## config.mk

```make
export PLATFORM = sky130hd
export DESIGN_NAME = bank_switch_scanline_irq_mapper_top
export DESIGN_NICKNAME = d
export VERILOG_FILES = /design/src/bsirq_pkg.sv /design/src/bank_switch_scanline_irq_mapper_top.sv /design/src/bsirq_front.sv /design/src/bsirq_queue.sv /design/src/bsirq_back.sv
export SDC_FILE = /design/constraint.sdc
export NUM_CORES = 1
export LEC_CHECK = 0
export ABC_AREA = 1
export BUFFER_PORTS_ARGS = -buffer_cell sky130_fd_sc_hd__buf_2
export CAP_MARGIN = 20
export CORE_ASPECT_RATIO = 0.8
export CORE_UTILIZATION = 30
export DETAILED_ROUTE_END_ITERATION = 10
export SETUP_SLACK_MARGIN = 0.02
export SKIP_CTS_REPAIR_TIMING = 1
export SLEW_MARGIN = 20
export SYNTH_ARGS = -nofsm -noshare
export SYNTH_HDL_FRONTEND = slang
export SYNTH_SLANG_ARGS = --single-unit
```

## constraint.sdc

```tcl
create_clock -name i_clk -period 2.7 [get_ports i_clk]
set_input_delay 0.54 -clock i_clk [delete_from_list [all_inputs] [get_ports i_clk]]
set_output_delay 0.54 -clock i_clk [all_outputs]
set_load 0.005 [all_outputs]
```

## src/bsirq_pkg.sv

```systemverilog
`timescale 1ns / 1ps
// shared types and constants for the bank switch scanline irq mapper
package bsirq_pkg;

    // result kinds
    typedef enum logic [1:0] {
        KIND_PATTERN = 2'd0,
        KIND_PROGRAM = 2'd1,
        KIND_MIRROR  = 2'd2,
        KIND_IRQ     = 2'd3
    } t_kind;

    // register decode: address bits 15, 14, 13 and 0
    localparam logic [15:0] ADDR_MASK      = 16'hE001;
    localparam logic [15:0] REG_COMMAND    = 16'h8000;
    localparam logic [15:0] REG_DATA       = 16'h8001;
    localparam logic [15:0] REG_MIRROR     = 16'hA000;
    localparam logic [15:0] REG_RELOAD     = 16'hC000;
    localparam logic [15:0] REG_RELOAD_REQ = 16'hC001;
    localparam logic [15:0] REG_IRQ_OFF    = 16'hE000;
    localparam logic [15:0] REG_IRQ_ON     = 16'hE001;

    // command codes (low nibble of the command byte)
    localparam logic [3:0] CMD_PAT_PAIR0 = 4'd0;
    localparam logic [3:0] CMD_PAT_PAIR2 = 4'd1;
    localparam logic [3:0] CMD_PAT_4     = 4'd2;
    localparam logic [3:0] CMD_PAT_5     = 4'd3;
    localparam logic [3:0] CMD_PAT_6     = 4'd4;
    localparam logic [3:0] CMD_PAT_7     = 4'd5;
    localparam logic [3:0] CMD_PRG_A     = 4'd6;
    localparam logic [3:0] CMD_PRG_B     = 4'd7;
    localparam logic [3:0] CMD_PAT_1     = 4'd8;
    localparam logic [3:0] CMD_PAT_3     = 4'd9;
    localparam logic [3:0] CMD_PRG_C     = 4'd15;

    // first line on which an hblank is ignored
    localparam logic [8:0] LINE_LIMIT = 9'd241;

    // one classified item: one or two results sharing kind and bank
    typedef struct packed {
        t_kind      kind;
        logic [2:0] slot_a;
        logic [2:0] slot_b;
        logic [7:0] bank;
        logic       two;
    } t_job;

    // queue status seen by both sides
    typedef struct packed {
        logic full;
        logic empty;
    } t_q_status;

endpackage

```

## src/bank_switch_scanline_irq_mapper_top.sv

```systemverilog
`timescale 1ns / 1ps
// top level of the bank switch scanline irq mapper
//
// Takes one item per cycle: a cpu register write (address bits 15, 14, 13
// and 0 decoded) or an hblank event. The front end decodes the item, updates
// the command byte, reload latch, irq enable and scanline counter in the
// same cycle, and turns any item that has results, mirroring writes among
// them, into a job in a short queue (QUEUE_DEPTH entries). The back end pulls
// jobs and sends one result item per cycle, while i_out_stall is low, through
// a registered output; a write to the data register under command 0 or 1
// yields two pattern-slot results, everything else at most one. Items with no
// result (command, reload and irq enable writes, data writes under unused
// command codes, most hblanks, undecoded addresses) never enter the queue.
// Input is stalled only while the queue is full, so the sustained rate is one
// item per cycle, bounded by the output port at one result per cycle. An
// accepted item is written into the queue and then loaded into the output
// register. o_last marks the final result of each item.
module bank_switch_scanline_irq_mapper_top #(
    parameter int QUEUE_DEPTH = 4
) (
    input  logic        i_clk,
    input  logic        i_rst_n,
    // input item channel
    input  logic        i_in_valid,
    output logic        o_in_stall,
    input  logic        i_action,
    input  logic [15:0] i_address,
    input  logic [7:0]  i_value,
    input  logic [8:0]  i_scanline,
    input  logic        i_render_on,
    // result item channel
    output logic        o_out_valid,
    input  logic        i_out_stall,
    output logic [1:0]  o_kind,
    output logic [2:0]  o_slot,
    output logic [7:0]  o_bank,
    output logic        o_last
);
    import bsirq_pkg::*;

    t_job      push_job;
    t_job      head_job;
    logic      push;
    logic      pop;
    t_q_status q_status;

    // decode and state update
    bsirq_front u_front (
        .i_clk       (i_clk),
        .i_rst_n     (i_rst_n),
        .i_in_valid  (i_in_valid),
        .o_in_stall  (o_in_stall),
        .i_action    (i_action),
        .i_address   (i_address),
        .i_value     (i_value),
        .i_scanline  (i_scanline),
        .i_render_on (i_render_on),
        .i_q_status  (q_status),
        .o_push      (push),
        .o_job       (push_job)
    );

    // decoupling queue
    bsirq_queue #(
        .DEPTH (QUEUE_DEPTH)
    ) u_queue (
        .i_clk    (i_clk),
        .i_rst_n  (i_rst_n),
        .i_push   (push),
        .i_job    (push_job),
        .i_pop    (pop),
        .o_job    (head_job),
        .o_status (q_status)
    );

    // result sequencing and output register
    bsirq_back u_back (
        .i_clk       (i_clk),
        .i_rst_n     (i_rst_n),
        .i_job       (head_job),
        .i_q_status  (q_status),
        .o_pop       (pop),
        .o_out_valid (o_out_valid),
        .i_out_stall (i_out_stall),
        .o_kind      (o_kind),
        .o_slot      (o_slot),
        .o_bank      (o_bank),
        .o_last      (o_last)
    );

    // queue cannot be full and empty at once
    a_queue_state: assert property (@(posedge i_clk) disable iff (!i_rst_n)
        !(q_status.full && q_status.empty))
        else $error("queue reports full and empty together");

    // irq results carry zero slot and bank and end their item
    a_irq_fields: assert property (@(posedge i_clk) disable iff (!i_rst_n)
        (o_out_valid && o_kind == KIND_IRQ) |-> (o_slot == 3'd0 && o_bank == 8'd0 && o_last))
        else $error("irq result with nonzero fields");

    // program results only address slots 0..2, mirroring bank is one bit
    a_prog_mirror: assert property (@(posedge i_clk) disable iff (!i_rst_n)
        (o_out_valid && (o_kind == KIND_PROGRAM || o_kind == KIND_MIRROR))
        |-> (o_slot != 3'd3 && o_slot[2] == 1'b0 && o_last
             && (o_kind != KIND_MIRROR || (o_bank[7:1] == 7'd0 && o_slot == 3'd0))))
        else $error("bad program or mirroring result");

    // a result that is not last is followed by the same kind and bank
    a_pair_follow: assert property (@(posedge i_clk) disable iff (!i_rst_n)
        (o_out_valid && !i_out_stall && !o_last)
        |=> (o_out_valid && o_last && o_kind == KIND_PATTERN
             && o_bank == $past(o_bank)))
        else $error("second pattern result missing after first");

endmodule

```

## src/bsirq_front.sv

```systemverilog
`timescale 1ns / 1ps
// front end: register decode, irq counter and job classification
module bsirq_front (
    input  logic                 i_clk,
    input  logic                 i_rst_n,
    input  logic                 i_in_valid,
    output logic                 o_in_stall,
    input  logic                 i_action,
    input  logic [15:0]          i_address,
    input  logic [7:0]           i_value,
    input  logic [8:0]           i_scanline,
    input  logic                 i_render_on,
    input  bsirq_pkg::t_q_status i_q_status,
    output logic                 o_push,
    output bsirq_pkg::t_job      o_job
);
    import bsirq_pkg::*;

    logic [7:0] r_cmd, n_cmd;
    logic [7:0] r_count, n_count;
    logic [7:0] r_reload, n_reload;
    logic       r_irq_on, n_irq_on;
    logic       r_pend, n_pend;
    logic       accept;
    logic [2:0] x_flip;
    t_job       job;
    logic       has_job;

    assign o_in_stall = i_q_status.full;
    assign accept     = i_in_valid && !i_q_status.full;
    assign x_flip     = {r_cmd[7], 2'b00};

    always_comb begin
        n_cmd    = r_cmd;
        n_count  = r_count;
        n_reload = r_reload;
        n_irq_on = r_irq_on;
        n_pend   = r_pend;
        job      = '0;
        has_job  = 1'b0;
        job.bank = i_value;
        if (accept) begin
            if (!i_action) begin
                case (i_address & ADDR_MASK)
                    REG_COMMAND: n_cmd = i_value;
                    REG_DATA: begin
                        has_job  = 1'b1;
                        job.kind = KIND_PATTERN;
                        case (r_cmd[3:0])
                            CMD_PAT_PAIR0: begin
                                job.slot_a = 3'd0 ^ x_flip;
                                job.slot_b = 3'd1 ^ x_flip;
                                job.two    = 1'b1;
                            end
                            CMD_PAT_PAIR2: begin
                                job.slot_a = 3'd2 ^ x_flip;
                                job.slot_b = 3'd3 ^ x_flip;
                                job.two    = 1'b1;
                            end
                            CMD_PAT_4, CMD_PAT_5, CMD_PAT_6, CMD_PAT_7: begin
                                job.slot_a = (r_cmd[2:0] + 3'd2) ^ x_flip;
                            end
                            CMD_PRG_A: begin
                                job.kind   = KIND_PROGRAM;
                                job.slot_a = r_cmd[6] ? 3'd1 : 3'd0;
                            end
                            CMD_PRG_B: begin
                                job.kind   = KIND_PROGRAM;
                                job.slot_a = r_cmd[6] ? 3'd2 : 3'd1;
                            end
                            CMD_PAT_1: job.slot_a = 3'd1;
                            CMD_PAT_3: job.slot_a = 3'd3;
                            CMD_PRG_C: begin
                                job.kind   = KIND_PROGRAM;
                                job.slot_a = r_cmd[6] ? 3'd0 : 3'd2;
                            end
                            default: has_job = 1'b0;
                        endcase
                    end
                    REG_MIRROR: begin
                        has_job  = 1'b1;
                        job.kind = KIND_MIRROR;
                        job.bank = {7'd0, i_value[0]};
                    end
                    REG_RELOAD:     n_reload = i_value;
                    REG_RELOAD_REQ: n_pend   = 1'b1;
                    REG_IRQ_OFF:    n_irq_on = 1'b0;
                    REG_IRQ_ON:     n_irq_on = 1'b1;
                    default: ;
                endcase
                // pending reload copies after any write
                if (n_pend) begin
                    n_count = n_reload;
                end
            end else if (i_scanline < LINE_LIMIT) begin
                n_pend = 1'b0;
                if (i_render_on) begin
                    if (r_count == 8'd0) begin
                        n_count = r_reload;
                        n_pend  = 1'b1;
                        if (r_irq_on) begin
                            has_job  = 1'b1;
                            job.kind = KIND_IRQ;
                            job.bank = 8'd0;
                        end
                    end else begin
                        n_count = r_count - 8'd1;
                    end
                end
            end
        end
    end

    assign o_push = has_job;
    assign o_job  = job;

    always_ff @(posedge i_clk) begin
        if (!i_rst_n) begin
            r_cmd    <= '0;
            r_count  <= '0;
            r_reload <= '0;
            r_irq_on <= 1'b0;
            r_pend   <= 1'b0;
        end else begin
            r_cmd    <= n_cmd;
            r_count  <= n_count;
            r_reload <= n_reload;
            r_irq_on <= n_irq_on;
            r_pend   <= n_pend;
        end
    end

endmodule

```

## src/bsirq_queue.sv

```systemverilog
`timescale 1ns / 1ps
// short job queue between front and back
module bsirq_queue #(
    parameter int DEPTH = 4
) (
    input  logic                 i_clk,
    input  logic                 i_rst_n,
    input  logic                 i_push,
    input  bsirq_pkg::t_job      i_job,
    input  logic                 i_pop,
    output bsirq_pkg::t_job      o_job,
    output bsirq_pkg::t_q_status o_status
);
    import bsirq_pkg::*;

    localparam int PW = (DEPTH > 1) ? $clog2(DEPTH) : 1;
    localparam int CW = $clog2(DEPTH + 1);

    t_job          r_mem [DEPTH];
    logic [PW-1:0] r_wr, n_wr;
    logic [PW-1:0] r_rd, n_rd;
    logic [CW-1:0] r_cnt, n_cnt;
    logic          do_push;
    logic          do_pop;

    assign o_status.full  = (r_cnt == CW'(DEPTH));
    assign o_status.empty = (r_cnt == '0);
    assign do_push        = i_push && !o_status.full;
    assign do_pop         = i_pop && !o_status.empty;
    assign o_job          = r_mem[r_rd];

    always_comb begin
        n_wr  = r_wr;
        n_rd  = r_rd;
        n_cnt = r_cnt;
        if (do_push) begin
            n_wr = (r_wr == PW'(DEPTH - 1)) ? '0 : r_wr + PW'(1);
        end
        if (do_pop) begin
            n_rd = (r_rd == PW'(DEPTH - 1)) ? '0 : r_rd + PW'(1);
        end
        if (do_push && !do_pop) begin
            n_cnt = r_cnt + CW'(1);
        end else if (do_pop && !do_push) begin
            n_cnt = r_cnt - CW'(1);
        end
    end

    always_ff @(posedge i_clk) begin
        if (do_push) begin
            r_mem[r_wr] <= i_job;
        end
    end

    always_ff @(posedge i_clk) begin
        if (!i_rst_n) begin
            r_wr  <= '0;
            r_rd  <= '0;
            r_cnt <= '0;
        end else begin
            r_wr  <= n_wr;
            r_rd  <= n_rd;
            r_cnt <= n_cnt;
        end
    end

endmodule

```

## src/bsirq_back.sv

```systemverilog
`timescale 1ns / 1ps
// back end: splits jobs into result items behind an output register
module bsirq_back (
    input  logic                 i_clk,
    input  logic                 i_rst_n,
    input  bsirq_pkg::t_job      i_job,
    input  bsirq_pkg::t_q_status i_q_status,
    output logic                 o_pop,
    output logic                 o_out_valid,
    input  logic                 i_out_stall,
    output logic [1:0]           o_kind,
    output logic [2:0]           o_slot,
    output logic [7:0]           o_bank,
    output logic                 o_last
);
    import bsirq_pkg::*;

    logic       r_valid, n_valid;
    logic       r_second, n_second;
    t_kind      r_kind, n_kind;
    logic [2:0] r_slot, n_slot;
    logic [2:0] r_slot_b, n_slot_b;
    logic [7:0] r_bank, n_bank;
    logic       r_last, n_last;
    logic       out_free;

    assign out_free = !r_valid || !i_out_stall;

    always_comb begin
        n_valid  = r_valid;
        n_second = r_second;
        n_kind   = r_kind;
        n_slot   = r_slot;
        n_slot_b = r_slot_b;
        n_bank   = r_bank;
        n_last   = r_last;
        o_pop    = 1'b0;
        if (out_free) begin
            if (r_second) begin
                // second slot of a two-result write, same kind and bank
                n_valid  = 1'b1;
                n_slot   = r_slot_b;
                n_last   = 1'b1;
                n_second = 1'b0;
            end else if (!i_q_status.empty) begin
                o_pop    = 1'b1;
                n_valid  = 1'b1;
                n_kind   = i_job.kind;
                n_slot   = i_job.slot_a;
                n_slot_b = i_job.slot_b;
                n_bank   = i_job.bank;
                n_last   = !i_job.two;
                n_second = i_job.two;
            end else begin
                n_valid = 1'b0;
            end
        end
    end

    always_ff @(posedge i_clk) begin
        if (!i_rst_n) begin
            r_valid  <= 1'b0;
            r_second <= 1'b0;
        end else begin
            r_valid  <= n_valid;
            r_second <= n_second;
        end
    end

    always_ff @(posedge i_clk) begin
        r_kind   <= n_kind;
        r_slot   <= n_slot;
        r_slot_b <= n_slot_b;
        r_bank   <= n_bank;
        r_last   <= n_last;
    end

    assign o_out_valid = r_valid;
    assign o_kind      = r_kind;
    assign o_slot      = r_slot;
    assign o_bank      = r_bank;
    assign o_last      = r_last;

endmodule
```

==> results.toml, run 1 <==
[layout]
synthToLayoutAreaGrowth_pct = 21.8
finish.utilization_pct = 38.0
drive_gt1_share_pct = 16.1
nets = 674
layout_common_cells = "107 x nor2_1, 99 x nand2_1, 81 x edfxtp_1"
num-fill-cells = 1678
n_antenna_cell = 0
layout_commonest_cell = "nor2_1"

[hold_path]
holdPathEnd = "u_front.r_irq_on"
hold_start = "i_address[0]"
hp-class = "in -> reg"
min_path_cells = 3

[placed_design]
place_hpwl_mm = 7.72
gp_congestion = 0.802
preCtsSetupSlack_ps = 148
io_buffers = 42

[sta]
finalSetupViolCount = 0
final.period_utilization_pct = 89.4
fmax_mhz = 414
rsz0062_at_grt = "no"
setup_slack_ps = 287
hold_violations = 0
final_max_slew_viol_count = 0
fin_skew_ps = 10.1
period_needed_ps = 2410
worst_pin_slew_ps = 553
fin_setup_tns_ps = 0
slew_headroom_pct = 63.0

[detailed_routing]
drt-pass1-iter-count = 5
wl_per_cell_um = 13.5
drc = 0
drt_iter0_markers = 245
drt.antenna.violating_nets = 0
vias_per_cell = 4.59
vias = 3940
wl_mm = 11.6

[grt]
grt_util_met2_pct = 21.1
grt_remaining_overflow = 0
grt_util_met1_pct = 18.4
grt_pass1_wl_mm = 18.9
antenna_found_initial = 1
grt_max_degree = 33
top_usage_layer = "met2"
track_usage_pct = 13.8
first_global_vias = 3675
grt.met3_usage_pct = 4.19

[critical_path]
rr_endpoint = "u_queue.r_cnt[2]"
cp_max_fo = 3
reg2reg_depth = 18
worstSetupEndpointType = "flip-flop"
rrSetupSlack_ps = 290
worst_setup_path_start_kind = "flip-flop"
critPathRequiredTime_ps = 3040
crit_arrival_ps = 2750
crit_type = "reg -> reg"
regToRegStartpoint = "u_front.r_count[1]"

[logic_synthesis]
synth_seq_cells = 116
syn-num-nets = 618
synthCells = 570
ys_warn_count = 0
synthDistinctLibCells = 36
avgSynthCellArea_um2 = 9.23
synth-seq-area-share_pct = 59.5
netlist_area_um2 = 5260

[power_and_ir_drop]
fin_total_pwr_uw = 6180
ir_worst_vdd_mv = 0.379
switching_power_uw = 1820
p_comb_share_pct = 22.1
power_density_nw_per_um2 = 964
clock_power_share_pct = 40.2
power.leakage_uw = 0.00268
pwr-share-seq_pct = 37.7
p_int_uw = 4360
swShare_pct = 29.5

[clocking]
clk_latency_ps = 410
cts_made_buffers = 17
clock-root-buffer = "clkbuf_16"
numClockSinks = 116
clk_pin_slew_ps = 60
cts_tree = "built"
htree_num_levels = 4
clk_path_buf_depth = 2

[floorplan]
die-height_um = 120
core-area_um2 = 16900
dieWidth_um = 150
design.die.area_um2 = 18100
rows = 42
ioPinCount = 55
start_util_pct = 31.2

[run]
cap_viol_max_count = 0

[outcome]
status = "finished, final reports clean"
metrics by stage:
| stage | cells | cell area [um^2] | hold slack [ps] |
|---|---|---|---|
| 4_1_cts | 859 | 6400 | 405 |
| 3_3_place_gp | 827 | 5750 | 453 |
| 2_1_floorplan | 570 | 5260 | 438 |
| 6_report | 859 | 6410 | 417 |
| 3_5_place_dp | 827 | 5750 | 458 |
| 5_1_grt | 859 | 6410 | 422 |
cell usage after synthesis (all sizes together):
| cell type | n | area [um^2] |
|---|---|---|
| clkinv | 2 | 7.51 |
| nand2 | 103 | 420 |
| xor2 | 1 | 8.76 |
| a211oi | 1 | 7.51 |
| nor3 | 2 | 10.0 |
| o211ai | 5 | 37.5 |
| clkbuf | 9 | 33.8 |
| xnor2 | 1 | 8.76 |
| dfxtp | 35 | 701 |
| nand3 | 27 | 145 |
| inv | 61 | 231 |
| edfxtp | 81 | 2430 |
| or2 | 2 | 12.5 |
| o21ai | 65 | 325 |
| buf | 9 | 61.3 |
| nand4 | 3 | 18.8 |
| and2 | 1 | 6.26 |
| a21oi | 24 | 120 |
| a31oi | 3 | 18.8 |
| o211a | 1 | 10.0 |
| ha | 8 | 100 |
| nor2 | 112 | 444 |
| fa | 1 | 20.0 |
| o22ai | 13 | 81.3 |
kinds of logic (layout without fill, tap and decap cells):
logic type | Yosys count | in the layout | share of synthesized area [%]
buffers and inverters | 81 | 150 | 6.35
XOR/XNOR | 2 | 2 | 0.333
flip-flops | 116 | 116 | 59.5
AND/OR/NAND/NOR | 250 | 250 | 20.1
adder cells (fa/ha/maj) | 9 | 9 | 2.28
AO/OA/AOI/OAI | 112 | 112 | 11.4
power groups by stage:
stage	registers, uW	logic, uW	clock network [uW]
after floorplan	2380	890	0
after global placement	2360	1380	0
after detailed placement	2360	1380	0
after CTS	2330	1390	2520
after global routing	2350	1570	2600
final	2330	1360	2490
registers in the layout, summed over array words and instances (netlist names), 3 cells and up, named ones only:
name and cells:
u_back.o_bank 8, u_back.o_slot 3, u_front.r_count 8, u_front.r_cmd 6, u_queue.r_cnt 3, u_front.r_reload 8
u_back.r_slot_b 3, u_queue.r_mem 64
worst max path at each step:
stage,endpoint,from,cells past startpoint
detailed placement,u_queue.r_cnt[2],i_address[14],16
CTS,u_queue.r_cnt[2],u_front.r_count[1],18
global route,u_queue.r_cnt[2],u_front.r_count[1],18
global placement,u_queue.r_cnt[2],i_address[14],16
finish,u_queue.r_cnt[2],u_front.r_count[1],18
floorplan,u_queue.r_cnt[2],i_address[14],15
worst max-delay path: stages (launching register included):
cell and delay (ps):
dfxtp_1 310, inv_1 90, ha_2 200, nand2_1 70, nor2_1 100, nand2_1 90, nor2_2 110, nand2_1 60
nand2_1 70, nand2_1 80, inv_1 60, ha_1 130, inv_1 70, fa_1 430, nor2_1 120, nor2_1 40
nand2_1 70, o21ai_0 70, a21oi_1 130
per-layer routing:
layer,vias up,share of wire [%]
met4,2,1.2
met3,16,4.9
li1,2027,-
met1,1813,49
met2,82,45
met5,-,0.11
area by class of cell:
| cell class | count | area, um^2 | share of cell area (%) |
|---|---|---|---|
| Timing Repair Buffer | 55 | 308 | 4.80 |
| Clock inverter | 15 | 229 | 3.57 |
| Sequential cell | 116 | 3130 | 48.9 |
| Clock buffer | 17 | 425 | 6.64 |
| Multi-Input combinational cell | 373 | 1800 | 28.1 |
| Tap cell | 220 | 275 | 4.29 |
| Inverter | 63 | 239 | 3.73 |
Note: power is estimated with default switching activity, not from simulation.
==> run 2: changes to the inputs <==
- SYNTH_HIERARCHICAL: not set -> 1
==> results.toml, run 2 <==
[detailed_routing]
drt_iter0_markers = 199
vias = 3946
wl_mm = 11.7
vias_per_cell = 4.50
drt-pass1-iter-count = 4
wl_per_cell_um = 13.3
drt.antenna.violating_nets = 0
drc = 0

[sta]
final_max_slew_viol_count = 0
final.period_utilization_pct = 90.3
rsz0062_at_grt = "no"
fin_skew_ps = 10.6
worst_pin_slew_ps = 428
fmax_mhz = 410
finalSetupViolCount = 0
slew_headroom_pct = 71.4
hold_violations = 0
period_needed_ps = 2440
setup_slack_ps = 261
fin_setup_tns_ps = 0

[hold_path]
holdPathEnd = "u_back/o_out_valid"
hp-class = "in -> reg"
min_path_cells = 3
hold_start = "i_out_stall"

[placed_design]
gp_congestion = 0.812
io_buffers = 42
preCtsSetupSlack_ps = 88.9
place_hpwl_mm = 7.80

[layout]
layout_common_cells = "107 x nand2_1, 95 x nor2_1, 85 x edfxtp_1"
nets = 689
num-fill-cells = 1805
top_register = "u_queue/r_mem"
largest_reg_flops = 68
synthToLayoutAreaGrowth_pct = 19.4
n_antenna_cell = 0
drive_gt1_share_pct = 18.4
layout_commonest_cell = "nand2_1"

[logic_synthesis]
synthDistinctLibCells = 33
yosysTopAreaCell = "edfxtp_1"
avgSynthCellArea_um2 = 9.42
ys_top_cells_by_area = "edfxtp_1 46%, dfxtp_1 13%, nand2_1 7.3%, nor2_1 6.6%, inv_1 4.8%"
synth-seq-area-share_pct = 59.2
ys_warn_count = 6
synth_edf_count = 85
dominantRegCellSynth = "edfxtp_1"
synth_top_area_share_pct = 46.5
yosysMostFrequentCell = "nand2_1"
synth_common_cells = "107 x nand2_1, 97 x nor2_1, 85 x edfxtp_1"
synthCells = 583
syn-num-nets = 631
synth_seq_cells = 120
netlist_area_um2 = 5490
synthArstFlopShare_pct = 0

[critical_path]
crit_arrival_ps = 2750
reg2reg_depth = 19
rr_endpoint = "u_queue/r_cnt[2]"
worst_setup_path_start_kind = "flip-flop"
slowest_delay_ps = 380
rrSetupSlack_ps = 260
slowest_stage = "fa_2"
cpMostUsedCell = "inv_1"
worstSetupEndpointType = "flip-flop"
crit_type = "reg -> reg"
critPathRequiredTime_ps = 3010
cp_max_fo = 4
crit_path_cell_trace = "inv_2 -> ha_1 -> nand3_1 -> nor2_2 -> nand3_2 -> o21ai_2 -> nand2_1 -> nor2_2 -> nand2_2 -> inv_1 -> ha_1 -> inv_1 -> fa_2 -> inv_1 -> nand2_1 -> nand3_1 -> nand2_1 -> inv_1 -> nor2_1"
regToRegStartpoint = "u_front/r_count[1]"

[power_and_ir_drop]
power_density_nw_per_um2 = 929
ir_worst_vdd_mv = 0.490
fin_total_pwr_uw = 6090
power.leakage_uw = 0.00271

[grt]
grt_pass1_wl_mm = 18.9
grt_max_degree = 35
track_usage_pct = 13.4
first_global_vias = 3677
antenna_found_initial = 0
grt_remaining_overflow = 0

[clocking]
cts_made_buffers = 17
clk_pin_slew_ps = 60
htree_num_levels = 4
clk_latency_ps = 410
clk_path_buf_depth = 2
numClockSinks = 120
clock-root-buffer = "clkbuf_16"
cts_tree = "built"

[floorplan]
ioPinCount = 55
die-height_um = 123
core-area_um2 = 17600
design.die.area_um2 = 18900
rows = 43
dieWidth_um = 153
start_util_pct = 31.1

[outcome]
status = "finished, final reports clean"

[run]
cap_viol_max_count = 0
[run 2: worst max-delay path: cells and delay by family (launching register included)]
kind                       cells  cell delay, ps
adders and majority gates      3             680
and+or+nand+nor               10             860
buffers and inverters          5             330
DFF                            1             320
AOI/OAI and AO/OA              1             160
[run 2: cell families (layout without fill, tap and decap cells)]
group,Yosys count,after routing,synth area share [%]
xor gates and xnor gates,1,1,0.160
adders and majority gates,9,9,2.19
buffers and inverters,94,163,8.02
DFF,120,120,59.2
and+or+nand+nor,246,246,18.5
AOI/OAI and AO/OA,113,113,11.9
[run 2: area by class of cell]
type | count | area [um^2] | share of cell area [%]
clock buffers | 19 | 433 | 6.60
multi-input cells | 369 | 1810 | 27.7
well taps | 225 | 282 | 4.29
clock inverters | 11 | 109 | 1.66
flip-flops and latches | 120 | 3250 | 49.6
repair buffers | 59 | 388 | 5.91
inverters | 74 | 280 | 4.27
[run 2: worst max-delay path by stage]
stage | start | to | slack (ps) | cells after the start
final | u_front/r_count[1] | u_queue/r_cnt[2] | 260 | 19
after detailed placement | u_front/r_count[1] | u_queue/r_cnt[2] | 90 | 19
after CTS | u_front/r_count[1] | u_queue/r_cnt[2] | 70 | 19
after global placement | u_front/r_count[1] | u_queue/r_cnt[2] | 120 | 19
after global routing | u_front/r_count[1] | u_queue/r_cnt[2] | 30 | 19
after floorplan | u_front/r_count[0] | u_queue/r_mem[0][0] | 210 | 10
[run 2: per-stage QoR]
| stage | hold slack (ps) | cell area (um^2) | utilization, % | cells |
|---|---|---|---|---|
| floorplan | 424 | 5490 | - | 583 |
| global placement | 443 | 6000 | 34.0 | 847 |
| detailed placement | 448 | 6000 | 34.0 | 847 |
| CTS | 433 | 6540 | 37.1 | 877 |
| global route | 445 | 6560 | 37.2 | 877 |
| finish | 447 | 6560 | 37.2 | 877 |
[run 2: where the power goes]
group,switching [uW],total (uW),internal [uW]
registers,108,2430,2330
clock network,767,2100,1330
logic,1020,1560,547
[run 2: layer usage]
layer	vias to the layer above	wire, um	track usage (%)
li1	2059	-	-
met1	1792	5700	17.9
met2	87	5250	20.6
met3	8	655	3.47
met4	0	93	5.43
met5	-	0	0
==> run 3: changes to the inputs <==
- CORE_UTILIZATION: 30 -> 59
- PLACE_DENSITY: not set -> 0.8
==> results.toml, run 3 (same netlist as run 2, synthesis figures left out) <==
[power_and_ir_drop]
fin_total_pwr_uw = 6200
power.leakage_uw = 0.00274
ir_worst_vdd_mv = 0.923
power_density_nw_per_um2 = 960

[sta]
slew_headroom_pct = 64.6
period_needed_ps = 2540
fin_setup_tns_ps = 0
fin_skew_ps = 8.21
final_max_slew_viol_count = 0
worst_pin_slew_ps = 531
final.period_utilization_pct = 94.1
fmax_mhz = 394
rsz0062_at_grt = "no"
hold_violations = 0
finalSetupViolCount = 0

[floorplan]
start_util_pct = 60.8
dieWidth_um = 110
design.die.area_um2 = 9700
rows = 31
ioPinCount = 55
die-height_um = 88.3
core-area_um2 = 9040

[hold_path]
holdPathEnd = "u_front/r_cmd[1]"
min_path_cells = 3
hp-class = "in -> reg"
hold_start = "i_value[1]"

[layout]
synthToLayoutAreaGrowth_pct = 17.7
nets = 689
layout_commonest_cell = "nand2_1"
num-fill-cells = 642
largest_reg_flops = 68
drive_gt1_share_pct = 19.0
finish.utilization_pct = 71.5
n_antenna_cell = 0
layout_common_cells = "107 x nand2_1, 94 x nor2_1, 85 x edfxtp_1"
top_register = "u_queue/r_mem"

[critical_path]
regToRegStartpoint = "u_front/r_cmd[3]"
worstSetupEndpointType = "flip-flop"
slowest_stage = "dfxtp_1"
critPathRequiredTime_ps = 3010
cpMostUsedCell = "inv_1"
crit_type = "reg -> reg"
reg2reg_depth = 13
crit_arrival_ps = 2850
rrSetupSlack_ps = 160
crit_path_cell_trace = "inv_1 -> nor3_1 -> nor2_1 -> nor3_1 -> nor2_2 -> buf_4 -> nand2_2 -> inv_1 -> ha_2 -> inv_1 -> fa_2 -> o21ai_0 -> nor2_1"
slowest_delay_ps = 440
rr_endpoint = "u_queue/r_cnt[1]"
worst_setup_path_start_kind = "flip-flop"
cp_max_fo = 6

[detailed_routing]
drt-pass1-iter-count = 4
drc = 0
drt.antenna.violating_nets = 0
wl_mm = 11.9
wl_per_cell_um = 15.5
vias = 4330
drt_iter0_markers = 392
vias_per_cell = 5.64

[clocking]
clk_path_buf_depth = 2
cts_tree = "built"
clk_pin_slew_ps = 50
clk_latency_ps = 410
cts_made_buffers = 17
clock-root-buffer = "clkbuf_16"
htree_num_levels = 4
numClockSinks = 120

[grt]
grt_pass1_wl_mm = 19.0
grt_remaining_overflow = 0
antenna_found_initial = 0
first_global_vias = 4144
grt_max_degree = 35
track_usage_pct = 26.8

[run]
cap_viol_max_count = 0

[placed_design]
io_buffers = 42
place_hpwl_mm = 7.71
gp_congestion = 0.899

[outcome]
status = "finished, final reports clean"
run 3: area by class of cell:
class | count | area, um^2 | share of cell area, %
clock buffers | 19 | 433 | 6.70
repair buffers | 59 | 388 | 6.00
clock inverters | 12 | 134 | 2.07
multi-input cells | 369 | 1830 | 28.3
well taps | 115 | 144 | 2.23
flip-flops and latches | 120 | 3250 | 50.3
inverters | 74 | 280 | 4.34
run 3: how the worst max path moves through the flow:
| stage | start | endpoint | slack, ps | cells past startpoint |
|---|---|---|---|---|
| 6_report | u_front/r_cmd[3] | u_queue/r_cnt[1] | 160 | 13 |
| 5_1_grt | u_front/r_cmd[3] | u_queue/r_cnt[1] | 10 | 13 |
| 4_1_cts | u_front/r_count[1] | u_queue/r_cnt[2] | 10 | 20 |
| 3_5_place_dp | i_address[13] | u_queue/r_cnt[2] | -30 | 18 |
| 3_3_place_gp | i_scanline[2] | u_queue/r_cnt[2] | 70 | 20 |
| 2_1_floorplan | u_front/r_count[0] | u_queue/r_mem[0][0] | 210 | 10 |
run 3: power breakdown:
| part | leakage (uW) | switching [uW] | internal, uW |
|---|---|---|---|
| clock network | 0.000280 | 749 | 1420 |
| registers | 0.00109 | 132 | 2330 |
| logic | 0.00137 | 1010 | 565 |
run 3: layer usage:
layer / track usage [%] / share of wire, %
met4: 11.8 / 1.9
met2: 45.3 / 50
met5: 0 / 0
met1: 31.5 / 41
met3: 8.47 / 7.2
run 3: worst max-delay path, delay by kind of cell (launching register included):
family                   cells  cell delay [ps]
AND/OR/NAND/NOR              6              810
adder cells (fa/ha/maj)      2              600
flip-flops                   1              440
buffers and inverters        4              410
AO/OA/AOI/OAI                1              170
run 3: per-stage QoR:
| stage | instance area (um^2) | hold WS, ps | setup WS, ps | instances |
|---|---|---|---|---|
| 4_1_cts | 6430 | 403 | 12.1 | 768 |
| 3_5_place_dp | 5860 | 454 | -28.1 | 737 |
| 3_3_place_gp | 5860 | 450 | 69.1 | 737 |
| 5_1_grt | 6460 | 415 | 12.8 | 768 |
| 6_report | 6460 | 414 | 159 | 768 |
| 2_1_floorplan | 5490 | 424 | 205 | 583 |
